### src/hdl/hash_table_key_value_store_unit_defines.svh
// Assertion helpers shared by the hash table modules.
`ifndef HASH_TABLE_KEY_VALUE_STORE_UNIT_DEFINES_SVH
`define HASH_TABLE_KEY_VALUE_STORE_UNIT_DEFINES_SVH
// Clocked property check, disabled while reset is asserted.
`define HT_ASSERT(lbl, clk, rstn, prop, msg) \
  lbl: assert property (@(posedge clk) disable iff (!rstn) (prop)) else $error(msg);
// Clocked check that a condition never holds, disabled while reset is asserted.
`define HT_NEVER(lbl, clk, rstn, cond, msg) \
  lbl: assert property (@(posedge clk) disable iff (!rstn) !(cond)) else $error(msg);
`endif

### src/hdl/htkv_pkg.sv
// ----------------------------------------------------------------------------
// htkv_pkg
// Shared types and constants for the hash table key/value store.
// ----------------------------------------------------------------------------
`timescale 1ns / 1ps
package htkv_pkg;
  localparam int unsigned MaxBucketsDef = 256;
  localparam int unsigned WaysDef       = 4;
  localparam int unsigned KeyBitsDef    = 32;
  localparam int unsigned DataBitsDef   = 32;
  localparam int unsigned CntW          = 11;

  localparam logic [1:0] KIND_INSERT = 2'd0;
  localparam logic [1:0] KIND_REMOVE = 2'd1;
  localparam logic [1:0] KIND_GET    = 2'd2;
  localparam logic [1:0] KIND_FIND   = 2'd3;

  typedef struct packed {
    logic [1:0]  kind;
    logic [31:0] key;
    logic [31:0] value;
  } req_t;

  typedef struct packed {
    logic        hit;
    logic [31:0] data_out;
    logic [10:0] entries;
  } rsp_t;
endpackage

### src/hdl/htkv_front.sv
// ----------------------------------------------------------------------------
// htkv_front
// Accepts requests, computes the bucket index (key mod bucket count)
// bit-serially by restoring subtraction, and pushes a classified command.
// ----------------------------------------------------------------------------
`timescale 1ns / 1ps
module htkv_front #(
  parameter int unsigned MAX_BUCKETS = htkv_pkg::MaxBucketsDef,
  parameter int unsigned BW = (MAX_BUCKETS > 1) ? $clog2(MAX_BUCKETS) : 1
) (
  input  logic           clk_i,
  input  logic           rst_ni,
  input  htkv_pkg::req_t req_i,
  input  logic           valid_i,
  output logic           ready_o,
  input  logic [8:0]     bucket_count_i,
  output htkv_pkg::req_t cmd_o,
  output logic [BW-1:0]  cmd_bucket_o,
  output logic           cmd_valid_o,
  input  logic           cmd_ready_i
);
  import htkv_pkg::*;
  `include "hash_table_key_value_store_unit_defines.svh"

  localparam logic [1:0] ST_IDLE = 2'd0;
  localparam logic [1:0] ST_DIV  = 2'd1;
  localparam logic [1:0] ST_PUSH = 2'd2;
  localparam int unsigned DW = 13; // divisor width covers 4096

  logic [1:0]  st_q, st_d;
  req_t        req_q;
  logic [31:0] quo_q, quo_d;  // dividend bits shifted out MSB first
  logic [DW-1:0] rem_q, rem_d;
  logic [5:0]  cnt_q, cnt_d;
  logic [DW-1:0] div_q;
  logic [DW:0] trial;
  logic [12:0] bc_eff;

  always_comb begin
    bc_eff = {4'd0, bucket_count_i};
    if (bc_eff == 13'd0) bc_eff = 13'd1;
    if (bc_eff > 13'(MAX_BUCKETS)) bc_eff = 13'(MAX_BUCKETS);
  end

  assign ready_o = (st_q == ST_IDLE);
  assign trial   = {rem_q, quo_q[31]} - {1'b0, div_q};

  always_comb begin
    st_d = st_q; quo_d = quo_q; rem_d = rem_q; cnt_d = cnt_q;
    case (st_q)
      ST_IDLE: begin
        if (valid_i) begin
          st_d = ST_DIV; quo_d = req_i.key; rem_d = '0; cnt_d = '0;
        end
      end
      ST_DIV: begin
        // one bit per cycle; divisor below 2^13 so remainder fits DW bits
        quo_d = {quo_q[30:0], 1'b0};
        if (!trial[DW]) rem_d = trial[DW-1:0];
        else            rem_d = {rem_q[DW-2:0], quo_q[31]};
        cnt_d = cnt_q + 6'd1;
        if (cnt_q == 6'd31) st_d = ST_PUSH;
      end
      ST_PUSH: if (cmd_ready_i) st_d = ST_IDLE;
      default: st_d = ST_IDLE;
    endcase
  end

  always_ff @(posedge clk_i or negedge rst_ni) begin
    if (!rst_ni) begin
      st_q <= ST_IDLE;
    end else begin
      st_q <= st_d;
    end
  end

  always_ff @(posedge clk_i) begin
    quo_q <= quo_d; rem_q <= rem_d; cnt_q <= cnt_d;
    if (ready_o && valid_i) begin
      req_q <= req_i; div_q <= bc_eff;
    end
  end

  assign cmd_valid_o  = (st_q == ST_PUSH);
  assign cmd_o        = req_q;
  assign cmd_bucket_o = BW'(rem_q);

  `HT_ASSERT(a_rem_lt_div, clk_i, rst_ni, cmd_valid_o |-> (rem_q < div_q), "bad remainder")
  `HT_ASSERT(a_push_hold, clk_i, rst_ni, (cmd_valid_o && !cmd_ready_i) |=> cmd_valid_o, "push dropped")
  `HT_ASSERT(a_no_accept_busy, clk_i, rst_ni, (st_q != ST_IDLE) |-> !ready_o, "accept while busy")
endmodule

### config.mk
export PLATFORM = sky130hd
export DESIGN_NAME = htkv_front
export DESIGN_NICKNAME = d
export VERILOG_FILES = /design/src/hdl/htkv_pkg.sv /design/src/hdl/htkv_front.sv
export VERILOG_INCLUDE_DIRS = /design/src /design/src/hdl
export SDC_FILE = /design/constraint.sdc
export NUM_CORES = 1
export LEC_CHECK = 0
export ABC_AREA = 1
export CAP_MARGIN = 20
export CELL_PAD_IN_SITES_DETAIL_PLACEMENT = 0
export CELL_PAD_IN_SITES_GLOBAL_PLACEMENT = 1
export CORE_MARGIN = 2
export CORE_UTILIZATION = 24
export DETAILED_ROUTE_END_ITERATION = 8
export DONT_BUFFER_PORTS = 1
export PLACE_DENSITY = 0.51
export SLEW_MARGIN = 10
export SYNTH_ARGS = -nofsm -noshare
export SYNTH_HDL_FRONTEND = slang
export SYNTH_SLANG_ARGS = --single-unit
### constraint.sdc
create_clock -name clk_i -period 4.97 [get_ports clk_i]
set_input_delay 0.7455 -clock clk_i [delete_from_list [all_inputs] [get_ports clk_i]]
set_output_delay 0.7455 -clock clk_i [all_outputs]
set_load 0.005 [all_outputs]
### Word-level counts from Yosys, hierarchy flattened

Cells that the tools add are included.

| operators by class | value |
|---|---|
| add/sub/neg operators | 2 |
| magnitude comparators | 1 |
| equality and inequality tests | 6 |
| muxes and demuxes | 12 |
| reduce and logical (&&, ||, !) cells | 6 |

Operators with widths:

| operator | count |
|---|---|
| 32-bit one-hot mux with 2 select lines | 1 |
| 32-bit 2-to-1 mux | 1 |
| 13-bit 2-to-1 mux | 2 |
| 13-bit one-hot mux with 2 select lines | 1 |
| 14-bit by 13-bit subtractor with 14-bit output | 1 |
| 13-bit by 9-bit greater-than comparator with 1-bit output, second input constant | 1 |
| 6-bit one-hot mux with 2 select lines | 1 |
| 9-bit logical NOT | 1 |
| 9-bit 2-to-1 mux | 1 |
| 6-bit by 1-bit adder with 6-bit output, second input constant | 1 |
| 6-bit by 5-bit equality test with 1-bit output, second input constant | 1 |
| 2-bit 2-to-1 mux | 3 |
| 6-bit 2-to-1 mux | 1 |
| 2-bit one-hot mux with 3 select lines | 1 |
| 2-bit != test, second input constant | 2 |
| 3-bit AND reduction | 1 |
| 2-bit by 1-bit equality test with 1-bit output, second input constant | 1 |
| 2-bit equality test, second input constant | 1 |
| 2-bit logical NOT | 1 |
| 2-bit by 1-bit != test with 1-bit output, second input constant | 1 |
| 2-bit AND reduction | 1 |
| 2-bit nonzero test | 1 |
| 1-bit logical AND | 1 |

| storage, ports and cells | value |
|---|---|
| register bits | 132 |
| input bits | 79 |
| output and inout port bits | 76 |
| logic and storage cells | 35 |

### Logic depth before layout (Yosys ltp)

| logic depth | value |
|---|---|
| word-level depth | 3 |
| gate-level depth with buffers | 13 |
| depth with buffers taken out | 12 |

### Worst setup path after synthesis

OpenSTA, ideal clock, no wires.

| path | value |
|---|---|
| kind | input to register |
| start | in valid_i |
| end | reg req_q (netlist bit cmd_o[0]) (enable) |
| library setup time | 0.509 ns |
| data arrival time | 3.919 ns |
| required time | 4.461 ns |
| path slack | 0.542 ns |
| stages | 2 |
| path buffers | 0 |
| cells stage by stage | inv_1 > nor2_1 |

| on the way | value |
|---|---|
| cells in the longest elaborated chain, start to end | 1 |

Ends and longest elaborated chain:

| element | line | text |
|---|---|---|
| start: declaration | htkv_front.sv:14 | `input logic valid_i,` |
| 1-bit logical AND | htkv_front.sv:79 | `if (ready_o && valid_i) begin` |
| end signal: assignment | htkv_front.sv:80 | `req_q <= req_i; div_q <= bc_eff;` |
| end: declaration | htkv_front.sv:31 | `req_t req_q;` |

No other way between the ends.
A chain may end at the register's enable or synchronous reset.

### Worst setup path in the final report

| path | value |
|---|---|
| start | reg rem_q[5] |
| end | reg rem_q[2] (data pin) |

| on the way | value |
|---|---|
| cells in the longest elaborated chain, start to end | 3 |

Ends and longest elaborated chain:

| element | line | text |
|---|---|---|
| start: declaration | htkv_front.sv:33 | `logic [DW-1:0] rem_q, rem_d;` |
| start signal: assignment | htkv_front.sv:78 | `quo_q <= quo_d; rem_q <= rem_d; cnt_q <= cnt_d;` |
| 14-bit by 13-bit subtractor with 14-bit output | htkv_front.sv:46 | `assign trial = {rem_q, quo_q[31]} - {1'b0, div_q};` |
| 13-bit 2-to-1 mux | htkv_front.sv:59 | `if (!trial[DW]) rem_d = trial[DW-1:0];` |
| 13-bit one-hot mux with 2 select lines | htkv_front.sv:50 | `case (st_q)` |

No other way between the ends.

==> impl_results.md <==
* Unrepaired setup endpoints after global routing: false
* Worst slew pin tran at 0.9282 ns
* IO Port Bufs at 0
* Leak at 0.002695 uW
* Overall die area at 0.02470 mm2
* Synth warn at 0
* Vias in the first global route at 3537
* Clk slew on worst S/H paths at 0.06 ns
* Synth area leader: edfxtp_1
* Finished Layout Cells at 841
* Flops & latches, synth at about 130
* Core ar. at 0.02326 mm2
* Endpoints failing hold at 0
* Cell area after synthesis at 0.005630 mm2
* Finish-stage setup viols at 0
* Hold bufs inserted after CTS at 1
* Routability cong. at 0.7859
* CTS max path bufs at 2
* Critical path startpoint category: flip-flop
* Area of the multi-input gates at approximately 0.0015 mm2
* Sequential area share after synthesis at 68.09%
* Worst Hold Path EP: st_q[1]
* CP cell instances: ha_1, nand2_1, nand2_1, nand2_1, nand2_1, nor2_1, nand3_1, nand2_1, nor2_1, nor2_1
* Max-slew violation count at 0
* Layout cell share with drive strength beyond 1 at 12.64%
* Mean Syn Cell Area at 11.17 um2
* DRT Pass-1 Iters at 4
* DP Cell Count at 807
* Clock latency on the worst-skew pair at 0.42 ns
* DR iter-0 viols at 175
* FF-to-FF path depth at 10
* Vias at about 3300
* CP max FO at 11
* Crit-path max cell delay at 0.56 ns
* Power per Cell Area at 700.2 mW/mm2
* Final period utilization at 51.91%
* Number of fill cells at 2505
* Maximum clock frequency at 0.3876 GHz
* Max-cap viol count at 0
* CP delay by family, top: simple AND/OR/NAND/NOR gates
* Status: complete, no violations
* Initial Utilization at between 20% and 30%
* Clock Tree Root: clkbuf_16
* WHS Path Cells at 1
* Pwr Total at 4630 uW
* Peak VDD IR at around 350 uV
* Data required, critical path at 5.24 ns
* CP max-delay cell: nand3_1
* Clock Skews at 0.01448 ns
* Antenna viol nets, final at 0
* # IOs at roughly 160
* Worst Path Arrival at 2.85 ns
* Placed inst area at 0.005938 mm2
* Setup Crit Path Kind: reg -> reg
* Area delta synth->final at 17.44%
* Area contributors post-synth: edfxtp_1 (67%), nand2_1 (11%), inv_1 (4.0%)
* Clock sinks at 128
* N_diodes at 0
* Reg2reg setup slack at 2.39 ns
* Mean number of vias per cell at 3.977
* Std-Cell Rows at 56
* CTS Buf Count at 17
* Setup crit end kind: flip-flop
* Worst min path class: in -> reg
* Register Area at 0.003834 mm2
* Mapped Nets at 594
* DP HPWL at between 8000 and 9000 um
* WL per Instance at roughly 14 um
* Overflow left after global routing at 0
* # H-tree levels at 4
* Min-delay src: cmd_ready_i
* Reg2reg end: rem_q[2]
* First-pass GRT wire length at 18810 um
* Setup TNS at 0 ns
* Initial antenna violation count at 0
* Yosys cell types at 27
* DRC at 0
* Die Span Y at around 160 um
* Slew headroom at 37.98%
* Largest net degree at the start of global routing at between 50 and 60
* Hold slack at 0.4060 ns
* Synth top area share at 67.20%
* Origin of the critical flop-to-flop path: rem_q[5]
* Total wire length at 11930 um
* GRT Resource Usage Total at 10.19%
* Number of gates resized after cts at 0
* WP buf/inv at 0
* Post-Synthesis Cells at 504
* Nets at 600
* Crit-path most repeated cell: nand2_1
* Number of post-CTS setup repair buffers at 0
* Die W at roughly 160 um
* Finished Cell Area at 0.006613 mm2
* TritonCTS clock tree: done
* Minimum clock period at roughly 2.6 ns
==> state kept, by name, summed over array words and instances (netlist names) <==
name,cells
rem_q,13
cnt_q,6
div_q,9
st_q,2
cmd_o,66
quo_q,32
==> synthesized netlist by cell type, drive strengths merged <==
library cell,instances
nand3,31
a21oi,9
ha,10
xor2,4
fa,1
clkinv,1
o21ai,2
xnor2,2
inv,60
o31ai,1
nor2,60
buf,11
edfxtp,126
o21a,1
nor3,2
and3,1
dfrtp,2
nand4,5
nand2,167
clkbuf,8
==> worst max-delay path by stage <==
stage / startpoint / endpoint / slack [ns] / cells past startpoint
after floorplan: valid_i / cmd_o[0] / 0.54 / 2
after global placement: st_q[0] / st_q[1] / 2.06 / 8
after global routing: rem_q[7] / rem_q[1] / 2.09 / 10
after CTS: st_q[0] / st_q[1] / 2.03 / 8
final: rem_q[5] / rem_q[2] / 2.39 / 10
after detailed placement: st_q[0] / st_q[1] / 2.04 / 8
==> power by group <==
part           switching (uW)  leakage [uW]  internal (uW)
Combinational             967       0.00115            447
Clock                     500      0.000309            848
Sequential                176       0.00124           1690
Total                    1640       0.00269           2990
==> metal layers <==
layer | GRT usage [%] | vias up | share of wire [%]
li1 | - | 1668 | -
met1 | 12.09 | 1557 | 44
met2 | 15.91 | 108 | 46
met3 | 4.901 | 12 | 7.6
met4 | 4.026 | 0 | 1.6
met5 | 0 | - | 0
==> final cells by class <==
type                    instances  area share, %
multi-input cells             296          21.99
inverters                      61          3.463
well taps                     319          6.036
clock inverters                14          3.046
flip-flops and latches        128          57.98
clock buffers                  17          6.433
repair buffers                  6          1.060
==> stage by stage <==
stage	utilization (%)	worst slack, ns
2_1_floorplan	-	0.5423
3_3_place_gp	25.53	2.059
3_5_place_dp	25.53	2.038
4_1_cts	28.26	2.026
5_1_grt	28.43	2.090
6_report	28.43	2.390
==> placed cells by master, fill, tap and decap left out, types with 3 or more instances in the layout <==
master	n
a21oi_1	8
buf_4	3
bufinv_16	4
clkbuf_16	17
edfxtp_1	126
ha_1	10
inv_1	60
inv_6	6
nand2_1	160
nand2_2	6
nand3_1	20
nand3_2	11
nand4_1	5
nor2_1	47
nor2_2	11
xor2_1	4
==> cells by family (layout without fill, tap and decap cells) <==
family	after synthesis	after routing	share of synthesized area, %
AND/OR/NAND/NOR	266	266	20.64
flip-flops	128	128	68.09
buffers and inverters	80	98	6.511
AO/OA/AOI/OAI	13	13	1.244
adder cells (fa/ha/maj)	11	11	2.578
XOR/XNOR	6	6	0.9333
Note: power is estimated with default switching activity, not from simulation.
