File: config.mk
export PLATFORM = sky130hd
export DESIGN_NAME = htkv_fifo
export DESIGN_NICKNAME = d
export VERILOG_FILES = /design/src/hdl/hash_table_key_value_store_unit_defines.svh /design/src/hdl/htkv_fifo.sv
export SDC_FILE = /design/constraint.sdc
export NUM_CORES = 1
export LEC_CHECK = 0
export ABC_CLOCK_PERIOD_IN_PS = 1800
export BUFFER_PORTS_ARGS = -buffer_cell sky130_fd_sc_hd__buf_2
export CAP_MARGIN = 20
export CORE_MARGIN = 2
export CORE_UTILIZATION = 35
export DETAILED_ROUTE_END_ITERATION = 8
export GPL_TIMING_DRIVEN = 0
export SYNTH_ARGS = -nofsm -noshare
export SYNTH_HDL_FRONTEND = slang
export SYNTH_SLANG_ARGS = --single-unit
File: constraint.sdc
create_clock -name clk_i -period 1.8 [get_ports clk_i]
set_clock_uncertainty 0.05 [all_clocks]
set_input_delay 0.18 -clock clk_i [delete_from_list [all_inputs] [get_ports clk_i]]
set_output_delay 0.18 -clock clk_i [all_outputs]
set_load 0.005 [all_outputs]
File: src/hdl/hash_table_key_value_store_unit_defines.svh
// Assertion helpers shared by the hash table modules.
`ifndef HASH_TABLE_KEY_VALUE_STORE_UNIT_DEFINES_SVH
`define HASH_TABLE_KEY_VALUE_STORE_UNIT_DEFINES_SVH
// Clocked property check, disabled while reset is asserted.
`define HT_ASSERT(lbl, clk, rstn, prop, msg) \
  lbl: assert property (@(posedge clk) disable iff (!rstn) (prop)) else $error(msg);
// Clocked check that a condition never holds, disabled while reset is asserted.
`define HT_NEVER(lbl, clk, rstn, cond, msg) \
  lbl: assert property (@(posedge clk) disable iff (!rstn) !(cond)) else $error(msg);
`endif

File: src/hdl/htkv_fifo.sv
// ----------------------------------------------------------------------------
// htkv_fifo
// Two-entry command queue between front and back.
// ----------------------------------------------------------------------------
`timescale 1ns / 1ps
module htkv_fifo #(
  parameter int unsigned W = 8
) (
  input  logic         clk_i,
  input  logic         rst_ni,
  input  logic [W-1:0] wdata_i,
  input  logic         wvalid_i,
  output logic         wready_o,
  output logic [W-1:0] rdata_o,
  output logic         rvalid_o,
  input  logic         rready_i
);
  logic [W-1:0] mem_q [2];
  logic         wp_q, rp_q;
  logic [1:0]   cnt_q;

  assign wready_o = (cnt_q != 2'd2);
  assign rvalid_o = (cnt_q != 2'd0);
  assign rdata_o  = mem_q[rp_q];

  always_ff @(posedge clk_i or negedge rst_ni) begin
    if (!rst_ni) begin
      wp_q <= 1'b0; rp_q <= 1'b0; cnt_q <= 2'd0;
    end else begin
      if (wvalid_i && wready_o) wp_q <= ~wp_q;
      if (rvalid_o && rready_i) rp_q <= ~rp_q;
      cnt_q <= cnt_q + 2'((wvalid_i && wready_o)) - 2'((rvalid_o && rready_i));
    end
  end

  always_ff @(posedge clk_i) begin
    if (wvalid_i && wready_o) mem_q[wp_q] <= wdata_i;
  end
endmodule

After elaboration in Yosys (flattened, before gate mapping)
Memory sizes are Yosys's and may differ from the RTL's.
Index checks and enable logic that the tools add are counted.
{ "word_totals": {"input_bits": 12, "n_memories": 1, "ff_bits": 4, "mem_bits_rw": 16} }
{ "op_classes": {"n_reduce_logical": 3, "eq_ne": 1, "add_sub_neg": 2, "n_mux": 2, "n_bitwise": 2} }
{ "memory_table": {"columns": ["name", "words", "width", "read_ports", "rd_clocked_by_memory_dff", "wr", "line_no", "rtl"], "rows": [
  ["mem_q", 2, 8, 1, 0, 1, "htkv_fifo.sv:18", "logic [W-1:0] mem_q [2];"]
]} }
{ "op_table": {"columns": ["op", "n"], "rows": [
  ["2-bit by 1-bit adder with 2-bit output", 1],
  ["1-bit logical AND", 2],
  ["1-bit 2-to-1 mux", 2],
  ["2-bit != test (second input constant)", 1],
  ["1-bit inverter", 2],
  ["2-bit nonzero test", 1],
  ["2-bit by 1-bit subtractor with 2-bit output", 1]
]} }

Longest topological paths before layout
Gate-level depths: netlist of run 1.
{ "depth": {"ltp_word": 4, "mapped_depth": 7, "ltp_nobuf": 7} }

Least setup slack after synthesis of run 1
No wires, ideal clock.
{ "synth_timing": {"path_type": "register to register", "startpoint": "reg cnt_q[1]", "endpoint": "reg cnt_q[1]", "t_required_ns": 1.627, "t_arrival_ns": 1.503, "period_less_slack_ns": 1.675, "setup_time_ns": 0.123, "stages_incl_launch_ff": 8, "n_path_buf": 0, "slack_ns": 0.125, "path_cell_list": "dfrtp_1 or2_1 and2_4 ha_1 inv_1 ha_1 xnor2_1 xnor2_1"} }
{ "synth_between": {"elab_cells_between_ends": 6, "cone_classes": "add/sub (2); eq/ne (1); reduce/logical (3)"} }
{ "synth_rtl": {"columns": ["item", "line_no", "rtl"], "rows": [
  ["start: declaration", "htkv_fifo.sv:20", "logic [1:0] cnt_q;"],
  ["start signal: assignment", "htkv_fifo.sv:32", "cnt_q <= cnt_q + 2'((wvalid_i && wready_o)) - 2'((rvalid_o && rready_i));"],
  ["2-bit nonzero test", "htkv_fifo.sv:23", "assign rvalid_o = (cnt_q != 2'd0);"],
  ["via rvalid_o", "htkv_fifo.sv:15", "output logic rvalid_o,"],
  ["1-bit logical AND", "htkv_fifo.sv:32", null],
  ["2-bit by 1-bit subtractor with 2-bit output", "htkv_fifo.sv:32", null]
]} }
The timed path passes the listed nets, and every way through them passes these cells.
A chain may end at the register's enable or synchronous reset.

Worst setup path in the final report of run 1
{ "layout_timing": {"startpoint": "reg cnt_q[1]", "endpoint": "reg cnt_q[1]"} }
{ "layout_between": {"elab_chain_cells": 4, "elab_cells_between_ends": 6, "cone_classes": "add/sub (2); eq/ne (1); reduce/logical (3)"} }
{ "layout_rtl": {"columns": ["item", "line_no", "rtl"], "rows": [
  ["2-bit != test", "htkv_fifo.sv:22", "assign wready_o = (cnt_q != 2'd2);"],
  ["1-bit logical AND", "htkv_fifo.sv:32", null],
  ["2-bit by 1-bit adder with 2-bit output", "htkv_fifo.sv:32", null],
  ["2-bit by 1-bit subtractor with 2-bit output *", "htkv_fifo.sv:32", null]
]} }
Every way passes the cells marked *; elsewhere a longest branch is shown, timed or not.

==> out/results.md, run 1 <==
| Parameter | This run | Unit |
|:---|:---|:---|
| Total Nets Final | 84 | - |
| Sequence of cells on the critical path | or2_1, and2_4, ha_1, inv_1, ha_2, xnor2_1, xnor2_1 | - |
| Worst-Skew Late Latency | 0.28 | ns |
| Worst setup EP type | register | - |
| Port buffer count | 21 | - |
| Endpoint required time on the critical path | 1.96 | ns |
| Post-synth top cells | sky130_fd_sc_hd__edfxtp_1 (16), sky130_fd_sc_hd__mux2_1 (8), sky130_fd_sc_hd__dfrtp_1 (4) | - |
| Slew HR | 53.07 | % |
| Area growth from synthesis to final layout | 24.07 | % |
| Diodes inserted | 0 | - |
| Clock tree from TritonCTS | done | - |
| Slowest cell on the critical path | sky130_fd_sc_hd__dfrtp_1 | - |
| Tmin final | 1.704 | ns |
| Cells taking the most area after synthesis | sky130_fd_sc_hd__edfxtp_1 (62%), sky130_fd_sc_hd__dfrtp_1 (13%), sky130_fd_sc_hd__mux2_1 (12%) | - |
| Height of the die | 51.04 | µm |
| All-Layer GR Usage | 9.943 | % |
| Reported max-cap violation count | 0 | - |
| Critical Path Most Common Cell | sky130_fd_sc_hd__xnor2_1 | - |
| Areal power density over the cells | 1425 | nW/µm² |
| CP bufs+invs | 1 | - |
| Worst setup margin | 0.09574 | ns |
| First-pass GRT wire length | 1.794 | mm |
| Peak supply drop | 0.0006584 | V |
| Synthesized area per cell | 18.44 | µm² |
| Area fraction of the dominant cell type after synthesis | 62.04 | % |
| Hold Crit Class | in -> reg | - |
| Mapped cell area | 774.5 | µm² |
| Worst setup path category | reg -> reg | - |
| DRC violations left | 0 | - |
| Vias after detailed routing | 419 | - |
| Clock Sink Count | 20 | - |
| Ratio of cells with drive above 1 in the final layout | 40.58 | % |
| Register bit total from synthesis | 20 | - |
| Number of search-and-repair iterations in the first detailed-routing pass | 2 | - |
| Net count of the mapped netlist | 56 | - |
| Startpoint of the most critical setup path | cnt_q[1] | - |
| Routed via count divided by cell count | 4.320 | - |
| Total number of placement rows | 17 | - |
| Launch point of the worst reg-to-reg path | cnt_q[1] | - |
| Number of warnings issued by yosys | 0 | - |
| Setup Slack @ Placement | 0.08197 | ns |
| Most instantiated library cell after synthesis | sky130_fd_sc_hd__edfxtp_1 | - |
| Number of instances in the synthesized netlist | 42 | - |
| Cell taking the most area after synthesis | sky130_fd_sc_hd__edfxtp_1 | - |
| Post-detailed-routing wire length | 1.112 | mm |
| Antenna violations before repair | 0 | - |
| 1st-iter DRT viols | 1 | - |
| Leakage power | 0.3857 | nW |
| Final weighted congestion in routability-driven placement | 0.6027 | - |
| Total die area | 2605 | µm² |
| Async S/R FF share, synth | 20.00 | % |
| Run status | completed | - |
| Hold Path Origin | wdata_i[2] | - |
| Number of clock buffers inserted by TritonCTS | 3 | - |
| Clock slew seen by the registers of the worst setup and hold paths | 0.10 | ns |
| Highest clock rate | 0.5868 | GHz |
| GR Overflow Total | 0 | - |
| Starting density of the core | 36.05 | % |
| Clock root buffer master | sky130_fd_sc_hd__clkbuf_4 | - |
| Main flop type after synthesis | sky130_fd_sc_hd__edfxtp_1 | - |
| Endpoints failing setup | 0 | - |
| Estimated wirelength of the detail-placed design | 760.5 | µm |
| Cell count after placement | 91 | - |
| Largest net degree at the start of global routing | 12 | - |
| Number of filler cells placed in the layout | 207 | - |
| Top fanout value on the critical path | 3 | - |
| Share of the clock period used by the worst path after layout | 94.68 | % |
| Number of library cell types mapped by synthesis | 14 | - |
| Die extent in x | 51.04 | µm |
| I/O Pins | 22 | - |
| Kind of start point of the critical path | register | - |
| Number of max-slew violations in the final report | 0 | - |
| Delay-heaviest family, CP | flip-flops | - |
| Data arrival time at the worst-slack endpoint | 1.87 | ns |
| R2R setup slack | 0.1 | ns |
| Slowest stage delay, CP | 0.43 | ns |
| Core outline area | 2148 | µm² |
| Number of buffers on the longest clock path | 2 | - |
| Level count of the clock H-tree | 1 | - |
| Measured slew at the worst slew-check pin | 0.7013 | ns |
| Number of nets with antenna violations after routing | 0 | - |
| Post-synth EDFFs | 16 | - |
| Total negative slack | 0 | ns |
| Vias in the first global route | 401 | - |
| Final count of hold timing violations | 0 | - |
| Sequential element share of the synthesized area | 74.96 | % |
| Routed wirelength normalized by instance count | 11.46 | µm |
| Post-route non-filler standard cell count | 97 | - |
power breakdown:
part	internal (mW)	switching, mW	leakage (nW)
Sequential	0.647	0.0441	0.195
Combinational	0.245	0.229	0.176
Clock	0.0859	0.117	0.0150
through the flow:
stage	total power, mW	utilization [%]	area, µm²	hold slack, ns
CTS	1.385	44.26	950.9	0.01703
global route	1.490	44.73	960.9	0.002935
detailed placement	1.177	42.57	914.6	-0.05428
global placement	1.164	42.57	914.6	-0.05564
floorplan	1.002	-	774.5	-0.1656
finish	1.370	44.73	960.9	0.02834
worst paths after layout:
check,cells past startpoint,endpoint
worst max-delay path,7,cnt_q[1]
worst min-delay path,1,mem_q[1][2]
worst max register to register,7,cnt_q[1]
worst min register to register,1,wp_q
max in group asynchronous,2,rp_q
min in group asynchronous,2,cnt_q[0]
routing by layer:
metal | part of all wire (%) | vias up | global-route usage [%]
met4 | 0.81 | 0 | 6.757
met3 | 7.2 | 2 | 3.216
li1 | - | 206 | -
met2 | 47 | 15 | 14.94
met5 | 0 | - | 0
met1 | 45 | 196 | 12.09
worst reg2reg max path, cell delays in order, from the launching register on:
cell,delay (ns)
sky130_fd_sc_hd__dfrtp_1,0.43
sky130_fd_sc_hd__or2_1,0.23
sky130_fd_sc_hd__and2_4,0.14
sky130_fd_sc_hd__ha_1,0.26
sky130_fd_sc_hd__inv_1,0.04
sky130_fd_sc_hd__ha_2,0.16
sky130_fd_sc_hd__xnor2_1,0.19
sky130_fd_sc_hd__xnor2_1,0.13
logic make-up (layout without fill, tap and decap cells):
| group | after synthesis | count (layout) | share of synthesized area [%] |
|---|---|---|---|
| flip-flops | 20 | 20 | 74.96 |
| multiplexers | 8 | 8 | 11.63 |
| AND/OR/NAND/NOR | 6 | 6 | 4.524 |
| XOR/XNOR | 4 | 4 | 4.524 |
| adder cells (fa/ha/maj) | 2 | 2 | 3.231 |
| buffers and inverters | 2 | 29 | 1.130 |
repair_timing:
action / in CTS / in global routing
gates resized for setup: 0 / 1
endpoints found under the setup margin: 0 / 1
hold buffers: 1 / 0
endpoints found under the hold margin: 4 / 0
setup buffers: 0 / 1
area by class of cell:
class,instances,area (µm²),area share [%]
Clock buffer,4,26.28,2.734
Inverter,1,3.754,0.3906
Buffer,1,5.005,0.5208
Tap cell,28,35.03,3.646
Sequential cell,20,580.6,60.42
Multi-Input combinational cell,20,187.7,19.53
Timing Repair Buffer,23,122.6,12.76
cell usage in the layout, fill, tap and decap left out:
master | synthesis | final
sky130_fd_sc_hd__buf_2 | 1 | 22
sky130_fd_sc_hd__edfxtp_1 | 16 | 16
sky130_fd_sc_hd__mux2_1 | 8 | 8
sky130_fd_sc_hd__dfrtp_1 | 4 | 4
sky130_fd_sc_hd__xnor2_1 | 3 | 3
sky130_fd_sc_hd__clkbuf_4 | 0 | 3
sky130_fd_sc_hd__or2_1 | 1 | 1
sky130_fd_sc_hd__and2_4 | 1 | 1
sky130_fd_sc_hd__inv_1 | 1 | 1
sky130_fd_sc_hd__nand2b_1 | 1 | 1
sky130_fd_sc_hd__nand2_1 | 1 | 1
sky130_fd_sc_hd__and3_1 | 1 | 1
sky130_fd_sc_hd__nor2_1 | 1 | 1
sky130_fd_sc_hd__xor2_1 | 1 | 1
sky130_fd_sc_hd__ha_1 | 2 | 1
sky130_fd_sc_hd__ha_2 | 0 | 1
sky130_fd_sc_hd__clkbuf_1 | 0 | 1
sky130_fd_sc_hd__dlygate4sd3_1 | 0 | 1
sky130_fd_sc_hd__buf_4 | 0 | 1
state kept, by name, indices dropped and copies added (netlist names):
register and count:
mem_q 16, cnt_q 2, rp_q 1, wp_q 1
Power figures use the tool's default switching activity.
==> run 2: changes to the inputs <==
==> constraint.sdc (replaced) <==
create_clock -name clk_i -period 1.8 [get_ports clk_i]
set_clock_uncertainty 0.05 [all_clocks]
set_input_delay 0.45 -clock clk_i [delete_from_list [all_inputs] [get_ports clk_i]]
set_output_delay 0.45 -clock clk_i [all_outputs]
set_load 0.005 [all_outputs]
==> out/results.md, run 2 (same netlist as run 1, synthesis figures left out) <==
| Parameter | This run | Unit | Change |
|:---|:---|:---|:---|
| Run status | completed | - | unchanged |
| 1st-iter DRT viols | 1 | - | unchanged |
| Data arrival time at the worst-slack endpoint | 1.26 | ns | was 1.87 ns |
| Critical Path Most Common Cell | sky130_fd_sc_hd__buf_6 | - | was sky130_fd_sc_hd__xnor2_1 |
| Number of buffers on the longest clock path | 2 | - | unchanged |
| Post-detailed-routing wire length | 1.188 | mm | was 1.112 mm |
| R2R setup slack | 0.10 | ns | was 0.1 ns |
| Antenna violations before repair | 0 | - | unchanged |
| Level count of the clock H-tree | 1 | - | unchanged |
| Vias after detailed routing | 440 | - | was 419 |
| Tmin final | 1.762 | ns | was 1.704 ns |
| Number of search-and-repair iterations in the first detailed-routing pass | 2 | - | unchanged |
| Final weighted congestion in routability-driven placement | 0.6027 | - | unchanged |
| Hold Path Origin | wdata_i[4] | - | was wdata_i[2] |
| DRC violations left | 0 | - | unchanged |
| Launch point of the worst reg-to-reg path | cnt_q[1] | - | unchanged |
| Endpoint required time on the critical path | 1.30 | ns | was 1.96 ns |
| CP bufs+invs | 2 | - | was 1 |
| Vias in the first global route | 401 | - | unchanged |
| Slew HR | 53.07 | % | about the same |
| Die extent in x | 51.04 | µm | unchanged |
| Area of all sequential standard cells | 580.6 | µm² | unchanged |
| Register with the highest flop count | mem_q | - | unchanged |
| Starting density of the core | 36.05 | % | unchanged |
| Largest net degree at the start of global routing | 12 | - | unchanged |
| Startpoint of the most critical setup path | rp_q | - | was cnt_q[1] |
| First-pass GRT wire length | 1.794 | mm | unchanged |
| Number of filler cells placed in the layout | 194 | - | was 207 |
| Post-placement cell area | 914.6 | µm² | unchanged |
| Worst setup EP type | output pin | - | was register |
| All-Layer GR Usage | 9.943 | % | unchanged |
| Reported max-cap violation count | 0 | - | unchanged |
| Clock Sink Count | 20 | - | unchanged |
| Clock slew seen by the registers of the worst setup and hold paths | 0.10 | ns | about the same |
| Clock tree from TritonCTS | done | - | unchanged |
| Area used by multi-input combinational logic | 217.7 | µm² | was 187.7 µm² |
| Worst-Skew Late Latency | 0.28 | ns | about the same |
| Commonest non-fill, non-tap cells in the layout | sky130_fd_sc_hd__edfxtp_1 (16), sky130_fd_sc_hd__buf_2 (13), sky130_fd_sc_hd__buf_6 (10) | - | was sky130_fd_sc_hd__buf_2 (22), sky130_fd_sc_hd__edfxtp_1 (16), sky130_fd_sc_hd__mux2_1 (8) |
| Top fanout value on the critical path | 5 | - | was 3 |
| Worst setup path category | reg -> out | - | was reg -> reg |
| Area growth from synthesis to final layout | 37.64 | % | was 24.07% |
| Diodes inserted | 0 | - | unchanged |
| Ratio of cells with drive above 1 in the final layout | 53.52 | % | was 40.58% |
| Worst hold endpoint | mem_q[1][4] | - | was mem_q[1][2] |
| Slowest cell on the critical path | sky130_fd_sc_hd__dfrtp_1 | - | unchanged |
| Estimated wirelength of the detail-placed design | 760.5 | µm | unchanged |
| Final count of hold timing violations | 0 | - | unchanged |
| Routed wirelength normalized by instance count | 12.00 | µm | was 11.46 µm |
| Delay-heaviest family, CP | flip-flops | - | unchanged |
| Slowest stage delay, CP | 0.42 | ns | was 0.43 ns |
| Number of clock buffers inserted by TritonCTS | 3 | - | unchanged |
| Registers with the highest flip-flop counts | mem_q: 16 flops, cnt_q: 2 flops | - | unchanged |
| Register-to-Register Path Depth | 7 | - | unchanged |
| Destination of the worst register-to-register timing path | cnt_q[1] | - | unchanged |
| Total number of placement rows | 17 | - | unchanged |
| Measured slew at the worst slew-check pin | 0.7014 | ns | was 0.7013 ns |
| Clock root buffer master | sky130_fd_sc_hd__clkbuf_4 | - | unchanged |
| Sequence of cells on the critical path | buf_6, mux2_4, buf_6 | - | was or2_1, and2_4, ha_1, inv_1, ha_2, xnor2_1, xnor2_1 |
| I/O Pins | 22 | - | unchanged |
| Unrepaired setup endpoints after global routing | true | - |  |
| Leading cell type in the layout, fill and taps excluded | sky130_fd_sc_hd__edfxtp_1 | - | was sky130_fd_sc_hd__buf_2 |
| Areal power density over the cells | 1530 | nW/µm² | was 1425 nW/µm² |
| Highest clock rate | 0.5676 | GHz | was 0.5868 GHz |
| Height of the die | 51.04 | µm | unchanged |
| Total Nets Final | 86 | - | was 84 |
| Hold Crit Class | in -> reg | - | unchanged |
| Kind of start point of the critical path | register | - | unchanged |
| Peak supply drop | 0.0007561 | V | was 0.0006584 V |
| Share of the clock period used by the worst path after layout | 97.87 | % | was 94.68% |
| Number of flip-flops in the largest register | 16 | - | unchanged |
| Routed via count divided by cell count | 4.444 | - | was 4.320 |
| Leakage power | 0.4489 | nW | was 0.3857 nW |
| Total die area | 2605 | µm² | unchanged |
| Worst hold stages | 1 | - | unchanged |
| Endpoints failing setup | 0 | - | unchanged |
| Overall power after layout | 1.631 | mW | was 1.370 mW |
| Finished layout cell area | 1066 | µm² | was 960.9 µm² |
| GR Overflow Total | 0 | - | unchanged |
| Port buffer count | 21 | - | unchanged |
| Core outline area | 2148 | µm² | unchanged |
| Number of nets with antenna violations after routing | 0 | - | unchanged |
| Number of max-slew violations in the final report | 0 | - | unchanged |
-- run 2: changes by cell type in the layout (fill, tap and decap cells not counted) --
cell                     before  now
sky130_fd_sc_hd__mux2_4       0    8
sky130_fd_sc_hd__buf_2       22   13
sky130_fd_sc_hd__mux2_1       8    0
sky130_fd_sc_hd__buf_6        0   10
sky130_fd_sc_hd__buf_4        1    2
-- run 2: area by class of cell --
type | instances | share of cell area, %
timing repair buffer | 25 | 17.96
inverter | 1 | 0.3521
tap | 28 | 3.286
clock buffer | 4 | 2.465
sequential | 20 | 54.46
multi-input combinational | 20 | 20.42
buffer | 1 | 1.056
-- run 2: worst max path at each step --
stage,cells after the start,slack [ns],endpoint
after floorplan,7,0.12,cnt_q[1]
after global placement,7,0.1,cnt_q[1]
after detailed placement,7,0.08,cnt_q[1]
after CTS,3,0.004,rdata_o[3]
after global routing,3,-0.03,rdata_o[5]
final,3,0.04,rdata_o[5]
-- run 2: per-layer routing --
metal	wire [µm]	vias to the layer above	share of wire, %	global-route usage (%)
met5	0	-	0	0
li1	-	211	-	-
met4	9	0	0.76	6.757
met2	598	15	50	14.94
met1	503	212	42	12.09
met3	76	2	6.4	3.216
-- run 2: worst reg2reg max path, stage by stage (launching register included) --
cell,delay (ns)
sky130_fd_sc_hd__dfrtp_1,0.43
sky130_fd_sc_hd__or2_1,0.23
sky130_fd_sc_hd__and2_4,0.14
sky130_fd_sc_hd__ha_1,0.26
sky130_fd_sc_hd__inv_1,0.04
sky130_fd_sc_hd__ha_2,0.16
sky130_fd_sc_hd__xnor2_1,0.19
sky130_fd_sc_hd__xnor2_1,0.13
-- run 2: where the power goes --
| group | switching [mW] | leakage (nW) | internal, mW |
|---|---|---|---|
| Clock | 0.118 | 0.0150 | 0.0859 |
| Sequential | 0.0585 | 0.195 | 0.648 |
| Combinational | 0.265 | 0.239 | 0.454 |
| Total | 0.442 | 0.449 | 1.19 |
-- run 2: metrics by stage --
| stage | setup slack [ns] | setup TNS, ns | cells | hold slack (ns) | util (%) |
|---|---|---|---|---|---|
| floorplan | 0.1245 | 0 | 42 | 0.1044 | - |
| global placement | 0.09786 | 0 | 91 | 0.2144 | 42.57 |
| detailed placement | 0.08197 | 0 | 91 | 0.2157 | 42.57 |
| CTS | 0.004021 | 0 | 96 | 0.2870 | 44.38 |
| global route | -0.03228 | -0.2284 | 99 | 0.2729 | 49.62 |
| finish | 0.03825 | 0 | 99 | 0.2981 | 49.62 |
-- run 2: what timing repair did --
action | 4_1_cts | 5_1_grt
cloned | 0 | 1
setup endpoints to repair | 8 | 9
pin swaps | 0 | 4
resized for setup | 1 | 20
hold buffers | 1 | 0
endpoints found under the hold margin | 4 | 0
buffers inserted | 0 | 2
